### src/design/pip_pkg.sv
// ----------------------------------------------------------------------------
// pip_pkg
// Shared types and constants for the point-in-polygon test.
// ----------------------------------------------------------------------------
package pip_pkg;

  localparam int unsigned MaxVertices = 6;
  localparam int CoordW   = 32;
  localparam int CntW     = 3;
  localparam int CfgAddrW = 6;
  localparam int CfgDataW = 64;
  localparam int ProdW    = 2 * (CoordW + 1);

  typedef logic [CntW-1:0] cnt_t;

  // register indexes (byte address = 8 * index)
  localparam cnt_t RegVertexCount = 3'd0;
  localparam cnt_t RegVertex0     = 3'd1;
  localparam cnt_t RegVertex1     = 3'd2;
  localparam cnt_t RegVertex2     = 3'd3;
  localparam cnt_t RegVertex3     = 3'd4;
  localparam cnt_t RegVertex4     = 3'd5;
  localparam cnt_t RegVertex5     = 3'd6;

  // y in the upper word, x in the lower word
  typedef struct packed {
    logic signed [CoordW-1:0] y;
    logic signed [CoordW-1:0] x;
  } vertex_t;

  // per-edge verdict from the shared edge unit
  typedef struct packed {
    logic straddle;  // edge y span straddles the point row
    logic left;      // point strictly left of the edge
    logic on_row;    // point on vertex-i row within the edge x span
  } edge_res_t;

endpackage

### src/design/pip_cfg_regs.sv
// ----------------------------------------------------------------------------
// pip_cfg_regs
// APB register file: vertex count and six packed vertices.
// ----------------------------------------------------------------------------
module pip_cfg_regs (
  input  logic                          clk_i,
  input  logic                          rst_ni,
  input  logic                          psel,
  input  logic                          penable,
  input  logic                          pwrite,
  input  logic [pip_pkg::CfgAddrW-1:0]  paddr,
  input  logic [pip_pkg::CfgDataW-1:0]  pwdata,
  output logic [pip_pkg::CfgDataW-1:0]  prdata,
  output logic                          pready,
  output pip_pkg::cnt_t                 vertex_count_o,
  output pip_pkg::vertex_t              vertex_o [pip_pkg::MaxVertices]
);
  import pip_pkg::*;

  cnt_t    reg_idx;
  logic    wr_en;
  cnt_t    count_q;
  vertex_t vertex_q [MaxVertices];

  assign reg_idx = paddr[CfgAddrW-1:3];
  assign wr_en   = psel & penable & pwrite;
  assign pready  = 1'b1;

  always_ff @(posedge clk_i or negedge rst_ni) begin
    if (!rst_ni) begin
      count_q <= '0;
      for (int k = 0; k < int'(MaxVertices); k++) begin
        vertex_q[k] <= '0;
      end
    end else if (wr_en) begin
      if (reg_idx == RegVertexCount) begin
        count_q <= pwdata[CntW-1:0];
      end else if (reg_idx inside {[RegVertex0:RegVertex5]}) begin
        vertex_q[reg_idx - RegVertex0] <= pwdata;
      end
    end
  end

  always_comb begin
    case (reg_idx)
      RegVertexCount: prdata = {{(CfgDataW-CntW){1'b0}}, count_q};
      RegVertex0:     prdata = vertex_q[0];
      RegVertex1:     prdata = vertex_q[1];
      RegVertex2:     prdata = vertex_q[2];
      RegVertex3:     prdata = vertex_q[3];
      RegVertex4:     prdata = vertex_q[4];
      RegVertex5:     prdata = vertex_q[5];
      default:        prdata = '0;
    endcase
  end

  assign vertex_count_o = count_q;
  assign vertex_o       = vertex_q;

endmodule

### config.mk
export PLATFORM = sky130hd
export DESIGN_NAME = pip_cfg_regs
export DESIGN_NICKNAME = d
export VERILOG_FILES = /design/src/design/pip_pkg.sv /design/src/design/pip_cfg_regs.sv
export SDC_FILE = /design/constraint.sdc
export NUM_CORES = 1
export LEC_CHECK = 0
export BUFFER_PORTS_ARGS = -buffer_cell sky130_fd_sc_hd__buf_2
export CAP_MARGIN = 20
export CORE_AREA = 10 10 199 201
export DETAILED_ROUTE_END_ITERATION = 8
export DIE_AREA = 0 0 209 211
export GPL_ROUTABILITY_DRIVEN = 0
export PLACE_DENSITY = 0.72
export SLEW_MARGIN = 20
export SYNTH_ARGS = -nofsm -noshare
export SYNTH_HDL_FRONTEND = slang
export SYNTH_SLANG_ARGS = --single-unit
### constraint.sdc
create_clock -name clk_i -period 2.6 [get_ports clk_i]
set_input_delay 0.52 -clock clk_i [delete_from_list [all_inputs] [get_ports clk_i]]
set_output_delay 0.52 -clock clk_i [all_outputs]
set_load 0.01 [all_outputs]
Word-level counts from Yosys, hierarchy flattened
Index checks and enable logic that the tools add are counted.

Add/sub/neg operators: 1. Reduce and logical (&&, ||, !) cells: 5. Bitwise gates (word level): 4. Eq/ne operators: 6. Magnitude comparators: 4. Multiplexer cells: 4.

Operators with widths (count): 64-bit one-hot mux with 7 select lines (1); 384-bit bitwise mux (1); 64-bit demux with 3-bit select (1); 64-bit two-way mux (1); 3-bit equality test (second input constant) (3); 3-bit by 2-bit equality test with 1-bit output (second input constant) (2); 4-bit >= comparator (second input constant) (1); 4-bit by 1-bit less-than comparator with 1-bit output (second input constant) (1); 3-bit inverter with 4-bit output (1); 3-bit by 1-bit equality test with 1-bit output (second input constant) (1); 3-bit by 1-bit >= comparator with 1-bit output (second input constant) (1); 3-bit less-or-equal comparator (second input constant) (1); 3-bit zero test (1); 3-bit AND reduction (1); 3-bit by 1-bit subtractor with 3-bit output (second input constant) (1); 1-bit bitwise AND (2); 1-bit logical AND (2); 2-bit AND reduction (1); 1-bit inverter (1).

Output and inout bits: 452. Input port bits: 75. Register bits: 387. Word-level logic and storage cells: 37.

Logic depth before layout (Yosys ltp)
Depth in word-level cells: 7. Depth in mapped cells: 9.

Worst setup path before layout
OpenSTA, ideal clock, no wires.

Path type: input port to output port. Start: in paddr[5] (netlist bit). End: out prdata[21] (netlist bit). Stages: 6. Path buffers: 3. Required time: 2.080 ns. Slack: 0.122 ns. Arrival: 1.958 ns. Cell sequence: buf_2 buf_2 buf_1 mux2_2 a222oi_1 nand2_1.

Word-level cells in the longest chain between the ends: 2.

RTL lines: start, declared (RTL line pip_cfg_regs.sv:11) `input logic [pip_pkg::CfgAddrW-1:0] paddr,`; 3-bit equality test (tied with other cells) (RTL line pip_cfg_regs.sv:45) `case (reg_idx)`; 64-bit one-hot mux with 7 select lines (*) (RTL line pip_cfg_regs.sv:45); end, declared (RTL line pip_cfg_regs.sv:13) `output logic [pip_pkg::CfgDataW-1:0] prdata,`.

Mark *: on every way between the ends. The rest lies on a longest branch, timed or not.

Worst setup path after layout
Start: in paddr[3] (netlist bit). End: out prdata[49] (netlist bit).

The elaborated chain is that of the path after synthesis.

==> results.md <==
- Outcome: finished, final reports clean
- Critical path capture point type: output port
- CP Launch Point: paddr[3]
- Tot Pwr: 19.0 mW
- Pleak: 11.6 nW
- Count of final setup violators: 0
- Buffers & Inverters on Critical Path: 4
- CP Cell Sequence: clkbuf_4 > inv_2 > ha_4 > buf_12 > a222oi_1 > mux2i_1 > buf_2
- Post-route antenna net violation count: 0
- Vias per cell: 5.91
- Final Slew Violations: 0
- Syn Area/Cell: 14.7 um^2
- Total wire length: 58900 um
- Arrival time at the worst endpoint: between 2000 and 2500 ps
- Post-Syn Area: 0.0172 mm^2
- Proportion of layout cells with a drive suffix above 1: 63.2%
- Slew @ Worst Pin: 555 ps
- Worst slack at placement: -56.4 ps
- WS Path Type: in2out
- H-tree Lvls: 2
- CP max-delay cell: ha_4
- Setup ws final: 49.9 ps
- Slew HR: 63.0%
- Reg2reg start: vertex_o[137]
- Final number of hold-violating endpoints: 0
- Crit path time final: ~2600 ps
- Number of global-route vias before repair: 13590
- Peak per-stage delay on the critical path: 300 ps
- Core ar.: 0.0354 mm^2
- Antenna violations before repair: 6
- CTS Sinks: between 300 and 400
- Number of I/O port buffers: 522
- First-pass GRT wire length: 88100 um
- Die Ht: 211 um
- Post-synth top area share: 56.3%
- Max Cap Viol: 0
- WL per Instance: around 27 um
- Register area share after synthesis: 56.3%
- 1st-pass router iterations: 8
- Skew final: 0 ps
- Row cnt: 69
- Synth warn: 0
- Via count: 12960
- Cell taking the most area after synthesis: dfrtp_1
- Die width: 209 um
- Peak fanout along the critical path: 38
- Placed inst area: just over 0.02 mm^2
- EDFF count, synth: 0
- Worst setup SP type: input pin
- Hold wc startpoint: pwdata[10]
- CTS Buffer Depth: 3
- I/O pin count: 527
- Synth top cells by count: mux2_2, dfrtp_1, a222oi_1
- Main flop type after synthesis: dfrtp_1
- Syn Inst Count: between 1000 and 1500
- Postcts setup bufs: 0
- GRT overflow: 0
- Final Cycle Share: 98.1%
- Fmax: 392 MHz
- Unique masters post-synth: 37
- Clock-pin slew of the registers on the worst-case setup and hold paths: 60 ps
- Synth async-reset ratio: 100%
- CTS tree: done
- Design Area, Final: 0.0221 mm^2
- Synth Register Bits: 387
- RSZ-0062 raised after global routing: no
- Initial Util: 48.6%
- Total GRT Usage: 25.6%
- DR DRC count: 0
- Largest net degree at the start of global routing: 86
- CTS buffer count: 41
- Post-DP HPWL: roughly 42000 um
- Worst vdd ir: roughly 0.00067 V
- Delay-heaviest family, CP: buffers and inverters
- Clk root buf: clkbuf_16
- Fin nets: 1778
- Top-count cell post-synth: mux2_2
- Worst-skew pair later-pin latency: approximately 520 ps
- Setup TNS: 0 ps
- Dominant cells by area after synthesis: dfrtp_1, mux2_2, a222oi_1, mux2i_1, a221oi_1
- Syn nets: ~1200
- Worst Path Required: between 2000 and 2500 ps
- Die Area: 0.0441 mm^2
- Drt initial violations: 1203
- Area delta synth->final: 28.2%
- Pwr dens: 863 mW/mm^2
- Kind of path behind the tightest hold check: in2reg
-- registers in the layout, indices dropped and copies added, names as in the netlist --
signal          count
vertex_o          384
vertex_count_o      3
-- cell type report --
| type | count | area [um^2] |
|---|---|---|
| tap | 461 | 577 |
| antenna | 6 | 15.0 |
| inverter | 2 | 7.51 |
| clock inverter | 8 | 68.8 |
| sequential | 387 | 9680 |
| multi-input combinational | 686 | 6990 |
| fill | 2797 | 13300 |
| timing repair buffer | 580 | 3480 |
| clock buffer | 63 | 1240 |
-- cell families (layout without fill, tap and decap cells) --
| logic type | Yosys count | count (layout) | synth area share [%] |
|---|---|---|---|
| mux | 467 | 467 | 30.4 |
| flops | 387 | 387 | 56.3 |
| compound gates | 159 | 159 | 7.74 |
| buf+inv | 94 | 653 | 3.61 |
| simple gates | 52 | 52 | 1.50 |
| fa+ha+maj | 5 | 5 | 0.364 |
| xor+xnor | 2 | 2 | 0.102 |
| other cells | 1 | 7 | 0.0218 |
-- through the flow --
stage,hold WS (ps),instances,utilization [%]
global placement,502,2115,58.5
global route,280,2191,62.3
CTS,258,2187,62.2
finish,288,2193,62.3
floorplan,224,1167,-
detailed placement,508,2115,58.5
-- cells in the final DEF (no fill, tap or decap), types with 22 or more instances in the layout --
master     count
a22oi_1       22
clkbuf_16     41
mux2i_1       24
nand2_1       33
mux2_2       434
buf_2        518
dfrtp_1      387
buf_12        32
a21oi_1       23
buf_4         24
a222oi_1      66
-- per-layer routing --
layer	vias up	global-route usage, %	wire, um
li1	5507	-	-
met3	82	7.20	5320
met2	652	42.7	29300
met5	-	0	10
met4	2	7.42	1320
met1	6717	31.8	23000
-- report_power, final --
group,switching [mW],leakage (nW),total [mW],internal (mW)
clock network,2.32,0.651,5.68,3.36
logic,2.53,5.87,4.93,2.40
registers,1.11,5.08,8.42,7.31
-- path summary, 6_finish.rpt --
kind | endpoint | slack [ps] | cells after the start
min in group asynchronous | vertex_o[147] | 530 | 2
hold reg to reg | vertex_o[357] | 530 | 1
hold / removal | vertex_o[138] | 290 | 2
max in group asynchronous | vertex_o[55] | 1200 | 3
setup / recovery | prdata[49] | 50 | 7
setup reg to reg | vertex_o[137] | 1750 | 1
-- timing repair --
item | 4_1_cts | 5_1_grt
pin swaps | 0 | 2
resized for setup | 2 | 5
cloned | 0 | 0
endpoints found under the setup margin | 2 | 2
endpoints found under the hold margin | 48 | 0
hold buffers | 1 | 0
(Power assumes the default switching activity.)
